--- src/wwpb_pkg.sv ---
// Package for the window weighted pixel blend block.
// Holds shared constants, register indexes and the per-window blend factor tables.
// No dependencies.
package wwpb_pkg;

  localparam int PIXEL_BITS_DEFAULT = 10;

  localparam int RATIO_BITS = 7;
  localparam int WS_BITS = 3;
  localparam int IDX_BITS = 2;
  localparam int FACTOR_BITS = 5;
  localparam int CFG_INDEX_BITS = 2;

  localparam logic [RATIO_BITS-1:0] RATIO_FULL = 7'd64;
  localparam logic [RATIO_BITS-1:0] RATIO_RESET = 7'd32;
  localparam logic [FACTOR_BITS-1:0] FACTOR_FULL = 5'd16;

  // Register indexes on the configuration port.
  localparam logic [CFG_INDEX_BITS-1:0] REG_RATIO_WIN2 = 2'd0;
  localparam logic [CFG_INDEX_BITS-1:0] REG_RATIO_WIN3 = 2'd1;
  localparam logic [CFG_INDEX_BITS-1:0] REG_RATIO_WIN4 = 2'd2;
  localparam logic [CFG_INDEX_BITS-1:0] REG_RATIO_WIN5 = 2'd3;

  // Window size codes.
  localparam logic [WS_BITS-1:0] WS_2X2 = 3'd2;
  localparam logic [WS_BITS-1:0] WS_3X3 = 3'd3;
  localparam logic [WS_BITS-1:0] WS_4X4 = 3'd4;

  typedef logic [RATIO_BITS-1:0] ratio_t;
  typedef logic [FACTOR_BITS-1:0] factor_t;

  // Source blend factor for the first average, out of 16.
  function automatic factor_t first_factor(input logic [WS_BITS-1:0] ws);
    factor_t f;
    unique case (ws)
      WS_2X2:  f = 5'd0;
      WS_3X3:  f = 5'd4;
      WS_4X4:  f = 5'd16;
      default: f = 5'd4;
    endcase
    return f;
  endfunction

  // Source blend factor for the second average, out of 16.
  function automatic factor_t second_factor(input logic [WS_BITS-1:0] ws);
    factor_t f;
    unique case (ws)
      WS_2X2:  f = 5'd4;
      WS_3X3:  f = 5'd4;
      WS_4X4:  f = 5'd4;
      default: f = 5'd0;
    endcase
    return f;
  endfunction

endpackage

--- src/window_weighted_pixel_blend_top.sv ---
// Top level of the window weighted pixel blend block: a four-stage pixel pipeline.
// Depends on wwpb_pkg for constants, register indexes and factor tables.
//
// Usage:
// Pixels enter on the s_* stream channel and leave on the m_* stream channel,
// one result per input transfer. s_tdata carries the two window averages, the
// two averages from the row above and the source pixel; s_tuser carries the
// window size code; s_tlast marks the last pixel of a line and comes out
// unchanged on m_tlast. The four ratio registers are written through
// cfg_we / cfg_index / cfg_data, one register per cycle with cfg_we high.
// m_tvalid rises once a result has passed the four register stages (select,
// upper-row mix, source mix, final weighting). Throughput is one pixel per
// clock while m_tready is high; each stage takes a new pixel every cycle
// unless it is held by a waiting result further down.
// Reset empties the pipeline and sets every ratio register to 32.
// When the receiver holds m_tready low, stages fill up behind the waiting
// result and s_tready drops only once all four stages hold a pixel; nothing
// is lost or repeated.
module window_weighted_pixel_blend_top #(
  parameter int PIXEL_BITS = wwpb_pkg::PIXEL_BITS_DEFAULT
) (
  input  logic                                    clk,
  input  logic                                    rst,
  // Configuration write port.
  input  logic                                    cfg_we,
  input  logic [wwpb_pkg::CFG_INDEX_BITS-1:0]     cfg_index,
  input  logic [wwpb_pkg::RATIO_BITS-1:0]         cfg_data,
  // Input stream.
  input  logic                                    s_tvalid,
  output logic                                    s_tready,
  // From bit 0: first_average, second_average, upper_first_average,
  // upper_second_average, source_pixel, zero fill.
  input  logic [((5*PIXEL_BITS+7)/8)*8-1:0]       s_tdata,
  // window_size.
  input  logic [wwpb_pkg::WS_BITS-1:0]            s_tuser,
  input  logic                                    s_tlast,
  // Output stream.
  output logic                                    m_tvalid,
  input  logic                                    m_tready,
  // From bit 0: blended_pixel, zero fill.
  output logic [((PIXEL_BITS+7)/8)*8-1:0]         m_tdata,
  output logic                                    m_tlast
);
  import wwpb_pkg::*;

  localparam int P = PIXEL_BITS;
  localparam int OUT_W = ((PIXEL_BITS+7)/8)*8;
  localparam int MIX_W = P + RATIO_BITS;
  localparam int SRC_W = P + FACTOR_BITS;
  localparam int FIN_W = P + 4;

  // Ratio registers.
  ratio_t ratio [4];

  always_ff @(posedge clk) begin
    if (rst) begin
      for (int i = 0; i < 4; i++) ratio[i] <= RATIO_RESET;
    end else if (cfg_we) begin
      ratio[cfg_index] <= cfg_data;
    end
  end

  // Stage handshake: a stage loads when it is empty or its content moves on.
  logic v1, v2, v3, v4;
  logic en1, en2, en3, en4;

  assign en4 = !v4 || m_tready;
  assign en3 = !v3 || en4;
  assign en2 = !v2 || en3;
  assign en1 = !v1 || en2;
  assign s_tready = en1;

  always_ff @(posedge clk) begin
    if (rst) begin
      v1 <= 1'b0;
      v2 <= 1'b0;
      v3 <= 1'b0;
      v4 <= 1'b0;
    end else begin
      if (en1) v1 <= s_tvalid;
      if (en2) v2 <= v1;
      if (en3) v3 <= v2;
      if (en4) v4 <= v3;
    end
  end

  // Stage 1: capture the pixel, select the ratio and the blend factors.
  logic [P-1:0] s1_a0, s1_a1, s1_u0, s1_u1, s1_src;
  ratio_t s1_ratio;
  factor_t s1_f0, s1_f1;
  logic [IDX_BITS-1:0] s1_idx;
  logic s1_last;

  logic [IDX_BITS-1:0] in_idx;
  ratio_t in_ratio;

  assign in_idx = IDX_BITS'(s_tuser - 3'd2);
  // Register values above 64 act as 64.
  assign in_ratio = (ratio[in_idx] > RATIO_FULL) ? RATIO_FULL : ratio[in_idx];

  always_ff @(posedge clk) begin
    if (en1) begin
      s1_a0 <= s_tdata[P-1:0];
      s1_a1 <= s_tdata[2*P-1:P];
      s1_u0 <= s_tdata[3*P-1:2*P];
      s1_u1 <= s_tdata[4*P-1:3*P];
      s1_src <= s_tdata[5*P-1:4*P];
      s1_ratio <= in_ratio;
      s1_f0 <= first_factor(s_tuser);
      s1_f1 <= second_factor(s_tuser);
      s1_idx <= in_idx;
      s1_last <= s_tlast;
    end
  end

  // Stage 2: mix each average with its upper-row average, out of 64.
  logic [MIX_W-1:0] mix0_sum, mix1_sum;
  ratio_t ratio_rest;
  logic [P-1:0] s2_m0, s2_m1, s2_src;
  factor_t s2_f0, s2_f1;
  logic [IDX_BITS-1:0] s2_idx;
  logic s2_last;

  assign ratio_rest = RATIO_FULL - s1_ratio;
  assign mix0_sum = MIX_W'(s1_ratio) * MIX_W'(s1_a0)
                  + MIX_W'(ratio_rest) * MIX_W'(s1_u0) + MIX_W'(32);
  assign mix1_sum = MIX_W'(s1_ratio) * MIX_W'(s1_a1)
                  + MIX_W'(ratio_rest) * MIX_W'(s1_u1) + MIX_W'(32);

  always_ff @(posedge clk) begin
    if (en2) begin
      s2_m0 <= mix0_sum[P+5:6];
      s2_m1 <= mix1_sum[P+5:6];
      s2_src <= s1_src;
      s2_f0 <= s1_f0;
      s2_f1 <= s1_f1;
      s2_idx <= s1_idx;
      s2_last <= s1_last;
    end
  end

  // Stage 3: mix each result with the source pixel, out of 16.
  logic [SRC_W-1:0] blend0_sum, blend1_sum;
  factor_t f0_rest, f1_rest;
  logic [P-1:0] s3_b0, s3_b1;
  logic [IDX_BITS-1:0] s3_idx;
  logic s3_last;

  assign f0_rest = FACTOR_FULL - s2_f0;
  assign f1_rest = FACTOR_FULL - s2_f1;
  assign blend0_sum = SRC_W'(s2_m0) * SRC_W'(s2_f0)
                    + SRC_W'(s2_src) * SRC_W'(f0_rest) + SRC_W'(8);
  assign blend1_sum = SRC_W'(s2_m1) * SRC_W'(s2_f1)
                    + SRC_W'(s2_src) * SRC_W'(f1_rest) + SRC_W'(8);

  always_ff @(posedge clk) begin
    if (en3) begin
      s3_b0 <= blend0_sum[P+3:4];
      s3_b1 <= blend1_sum[P+3:4];
      s3_idx <= s2_idx;
      s3_last <= s2_last;
    end
  end

  // Stage 4: weights 2i+1 and 7-2i, out of 8.
  logic [2:0] w0, w1;
  logic [FIN_W-1:0] final_sum;
  logic [P-1:0] s4_res;
  logic s4_last;

  assign w0 = {s3_idx, 1'b1};
  assign w1 = 3'd7 - {s3_idx, 1'b0};
  assign final_sum = FIN_W'(s3_b0) * FIN_W'(w0) + FIN_W'(s3_b1) * FIN_W'(w1) + FIN_W'(4);

  always_ff @(posedge clk) begin
    if (en4) begin
      s4_res <= final_sum[P+2:3];
      s4_last <= s3_last;
    end
  end

  assign m_tvalid = v4;
  assign m_tdata = OUT_W'(s4_res);
  assign m_tlast = s4_last;

endmodule
--- config.mk ---
export PLATFORM = sky130hd
export DESIGN_NAME = window_weighted_pixel_blend_top
export DESIGN_NICKNAME = d
export VERILOG_FILES = /design/src/wwpb_pkg.sv /design/src/window_weighted_pixel_blend_top.sv
export SDC_FILE = /design/constraint.sdc
export NUM_CORES = 1
export LEC_CHECK = 0
export ABC_CLOCK_PERIOD_IN_PS = 14130
export BUFFER_PORTS_ARGS = -buffer_cell sky130_fd_sc_hd__buf_2
export CAP_MARGIN = 20
export CORE_MARGIN = 2
export CORE_UTILIZATION = 33
export DETAILED_ROUTE_END_ITERATION = 6
export GPL_ROUTABILITY_DRIVEN = 1
export GPL_TIMING_DRIVEN = 0
export SKIP_CTS_REPAIR_TIMING = 1
export SYNTH_ARGS = -nofsm -noshare
export SYNTH_HDL_FRONTEND = slang
export SYNTH_SLANG_ARGS = --single-unit
--- constraint.sdc ---
create_clock -name clk -period 14.13 [get_ports clk]
set_input_delay 4.239 -clock clk [delete_from_list [all_inputs] [get_ports clk]]
set_output_delay 4.239 -clock clk [all_outputs]
set_load 0.005 [all_outputs]
### Word-level counts from Yosys, hierarchy flattened

Memory sizes are Yosys's and may differ from the RTL's.
Index checks and enable logic that the tools add are counted.
Widths: inputs -> output; s select.

* add/subtract/negate cells: 15
* multiply operators: 10
* divide/modulo/power cells: 0
* magnitude comparators: 1
* equality and inequality tests: 3
* shifts and indexed selects: 0
* multiplexer cells: 10
* bitwise gates (word level): 0
* reduce and logical (&&, ||, !) cells: 10

Operators by type and width (number)
* $mul 7x10->16: 4
* $mul 10x5->14: 4
* $add 16x16->16: 2
* $add 16x6->16 const B: 2
* $add 14x14->14: 2
* $add 14x4->14 const B: 2
* $mul 10x3->13: 2
* $add 13x13->13: 1
* $add 13x3->13 const B: 1
* $pmux 5 s2: 1
* $sub 5x5->5 const A: 2
* $gt 7x7->1 const B: 1
* $mux 7: 1
* $reduce_or 7->1: 1
* $sub 7x7->7 const A: 1
* $eq 3x2->1 const B: 2
* $mux 1: 6
* $logic_not 1->1: 4
* $logic_or 1x1->1: 4
* $eq 3x3->1 const B: 1
* $mux 3: 1
* $reduce_or 3->1: 1
* $sub 3x3->3 const A: 1
* $mux 2: 1
* $sub 2x2->2 const B: 1

* register bits: 151
* latch bits: 0
* memory bits (writable): 28
* memory bits (read-only): 0
* input port bits: 74
* output and inout bits: 19
* word-level logic and storage cells: 77
* memories kept: 1

Memories
* ratio: words 4, width 7, read ports 1, clocked after memory_dff 0, write ports 4, RTL line window_weighted_pixel_blend_top.sv:53 `ratio_t ratio [4];`

### Logic depth before layout (Yosys ltp)

* word-level depth: 5
* mapped depth: 26
* gate-level depth less buffers: 23

### Worst setup path after synthesis

No wires, ideal clock.

* path type: input to output
* start: in m_tready
* end: out s_tready
* data arrival time: 5894 ps
* data required time: 9891 ps
* setup slack: 3997 ps
* stages: 3
* path buffers: 0
* cell sequence: nor2b_1 -> and3_1 -> nand2_1

* longest elaborated chain between the ends: 4

Ends and longest elaborated chain
* from (decl): RTL line window_weighted_pixel_blend_top.sv:39 `input logic m_tready,`
* $logic_or 1x1->1: RTL line window_weighted_pixel_blend_top.sv:67 `assign en4 = !v4 || m_tready;`
* $logic_or 1x1->1: RTL line window_weighted_pixel_blend_top.sv:68 `assign en3 = !v3 || en4;`
* $logic_or 1x1->1: RTL line window_weighted_pixel_blend_top.sv:69 `assign en2 = !v2 || en3;`
* $logic_or 1x1->1: RTL line window_weighted_pixel_blend_top.sv:70 `assign en1 = !v1 || en2;`
* to (decl): RTL line window_weighted_pixel_blend_top.sv:30 `output logic s_tready,`

Every way passes these cells.

### Final worst setup path

Ends and elaborated chain as after synthesis.

==> impl_metrics.py <==
metrics = {
    "die": {
        "die_w_um": 242,
        "die-area_um2": 58600,
        "core_um2": 56300,
        "die_h_um": 242,
        "initial_utilization": 0.333,
        "row_count": 87,
        "boundaryPins": 93,
    },
    "clock_network": {
        "ctsRootBufferMaster": "clkbuf_16",
        "cts_tree": "yes",
        "htreeDepth": 4,
        "cts_buffer_depth": 2,
        "clkTransAtPathRegs_ns": 0.07,
        "clock_sinks": 165,
        "cts_made_buffers": 17,
        "clock_latency_ns": 0.48,
    },
    "detailed_routing": {
        "drt_iter0_markers": 494,
        "drcViolationCount": 0,
        "wirelength_um": 38800,
        "num_vias": 11500,
        "routedWlPerCell_um": 15.0,
        "first_pass_iters": 5,
        "viasPerCell": 4.44,
        "antenna_left": 0,
    },
    "yosys": {
        "async_reset_ff_frac": 0,
        "synth-compound-area-share": 0.0269,
        "synthFlopType": "edfxtp_1",
        "syn_area_um2": 18700,
        "synth_top_cell_by_area": "fa_1",
        "synthCells": 1721,
        "synth_top_family_by_area": "adder cells",
        "synth_mux_area_frac": 0.0149,
        "synth_cell_types": 55,
        "yosys.area_share.simple": 0.147,
        "netlist.area_leader.share": 0.293,
        "ys_seq_area_frac": 0.263,
        "synth_edf_count": 161,
        "yosys_warnings": 0,
        "synthAdderAreaFrac": 0.435,
        "synth_xor_area_frac": 0.0342,
        "synth_area_leaders": "fa_1 29%, edfxtp_1 26%, ha_1 14%",
        "avgSynthCellArea_um2": 10.9,
        "ys_seq_elements": 165,
    },
    "final_layout": {
        "antenna_cells": 0,
        "final_net_count": 2385,
        "area_growth_pct": 11.1,
        "multiInputGateArea_um2": 12300,
        "fill_cells": 5559,
        "drive_gt1_frac": 0.0783,
        "seqCellArea_um2": 4910,
    },
    "worst_setup_path": {
        "cpMostUsedCell": "buf_2",
        "critPathKind": "input pin to output port",
        "path_cells": "buf_2 > nor2b_1 > and3_1 > nand2_4 > buf_16 > buf_2",
        "critPathSlowestCell": "and3_1",
        "end_kind": "output port",
        "crit_path_max_incr_delay_ns": 0.33,
        "cp-start-kind": "input pin",
        "critPathMaxFanout": 47,
        "cp_data_required_time_ns": 9.89,
        "arrival_ns": 5.68,
    },
    "sta": {
        "drv_slew": 0,
        "relSlewSlack": 0.387,
        "fin_crit_sh": 0.702,
        "fmax_mhz": 101,
        "setup_violations": 0,
        "worst_pin_slew_ns": 0.918,
        "period_minus_slack_ns": 9.92,
        "clock_skew_ns": 0.0200,
        "fin_tns_setup_ns": 0,
        "hold_violations": 0,
        "rsz0062_at_grt": "no",
        "timing.hold.ws_ns": 0.415,
    },
    "global_routing": {
        "overflow": 0,
        "grt_max_degree": 48,
        "grt_pass1_wl_um": 64300,
        "grt_antenna_before_repair": 0,
        "grt_usage": 0.141,
        "grt_pass1_vias": 12400,
    },
    "placement": {
        "place.gp.congestion": 0.861,
        "hpwl_um": 32200,
        "port_buffers": 78,
    },
    "hold_path": {
        "hold_path.class": "flip-flop to flip-flop",
    },
    "status": {
        "status": "completed",
    },
    "run": {
        "drv_cap": 0,
    },
}
worst max-delay path, delay by kind of cell:
kind	cells	cell delay [ns]
buf+inv	3	0.54
simple gates	3	0.82
flip-flops by register name, summed over array words and instances, names as in the netlist, 10 cells and up:
signal,count
s3_b1,10
s1_a1,10
s2_m0,10
s2_m1,10
s1_src,10
s4_res,10
s1_u1,10
s3_b0,10
s1_u0,10
s2_src,10
ratio,28
s1_a0,10
kinds of logic after synthesis:
| kind of cell | after synthesis |
|---|---|
| flip-flops | 165 |
| AO/OA/AOI/OAI | 70 |
| buffers and inverters | 390 |
| AND/OR/NAND/NOR | 518 |
| XOR/XNOR | 73 |
| multiplexers | 18 |
| other | 1 |
| adder cells (fa/ha/maj) | 486 |
layout by cell type, fill, tap and decap left out, types with 6 or more instances in the layout:
| cell type | count |
|---|---|
| clkbuf_16 | 17 |
| nand2_1 | 153 |
| clkbuf_1 | 49 |
| buf_4 | 6 |
| o21a_1 | 6 |
| conb_1 | 6 |
| a21oi_1 | 22 |
| xnor2_1 | 55 |
| mux4_2 | 7 |
| nor2_1 | 39 |
| nor3_1 | 13 |
| buf_2 | 80 |
| mux2_2 | 9 |
| a21o_1 | 12 |
| xor2_1 | 18 |
| ha_1 | 212 |
| nand2b_1 | 28 |
| edfxtp_1 | 161 |
| nor2b_1 | 16 |
| inv_1 | 334 |
| and2_1 | 239 |
| fa_1 | 274 |
through the flow:
stage / area, um2 / setup slack [ns] / util / std cells
5_1_grt: 20800 / 4.10 / 0.369 / 2594
6_report: 20800 / 4.21 / 0.369 / 2594
3_3_place_gp: 20100 / 2.57 / 0.357 / 2560
4_1_cts: 20800 / 4.20 / 0.369 / 2594
2_1_floorplan: 18700 / 4.00 / - / 1726
3_5_place_dp: 20100 / 4.20 / 0.358 / 2562
final timing paths:
path	from	endpoint	slack (ns)	cells after the start
worst max-delay path	m_tready	s_tready	4.21	6
worst min-delay path	s1_f0[4]$_DFFE_PP_	s2_f0[4]$_DFFE_PP_	0.41	0
worst max register to register	s1_ratio[0]$_SDFFCE_PN0P_	s2_m0[9]$_DFFE_PP_	6.32	25
worst min register to register	s1_f0[4]$_DFFE_PP_	s2_f0[4]$_DFFE_PP_	0.41	0
layout make-up:
class,instances,area share
Buffer,56,0.0113
Inverter,334,0.0603
Tap cell,756,0.0455
Clock buffer,18,0.0206
Sequential cell,165,0.236
Multi-Input combinational cell,1171,0.594
Timing Repair Buffer,80,0.0214
Clock inverter,14,0.0108
Yosys cell counts (all sizes together) (3+ instances only):
cell type  instances
nand4              3
clkbuf            48
dfxtp              4
o21a               6
fa               274
o21ai              6
edfxtp           161
xnor2             55
nor2              39
nand2            154
mux2               9
nand3              5
mux4               7
or3                5
a21o              12
a21oi             22
or2                5
nand2b            28
inv              334
nor3              14
xor2              18
and2             239
nor3b              4
nor2b             16
ha               212
buf                8
layer usage:
metal / track usage / vias to the layer above / routed length [um]
li1: - / 5559 / -
met1: 0.175 / 5728 / 17000
met2: 0.244 / 199 / 19400
met3: 0.0240 / 43 / 1360
met4: 0.0534 / 0 / 1010
met5: 0 / - / 0
Power is left out: the tool's default activity adds up to more than one toggle a clock period on the data nets, which glitch-free logic cannot reach.
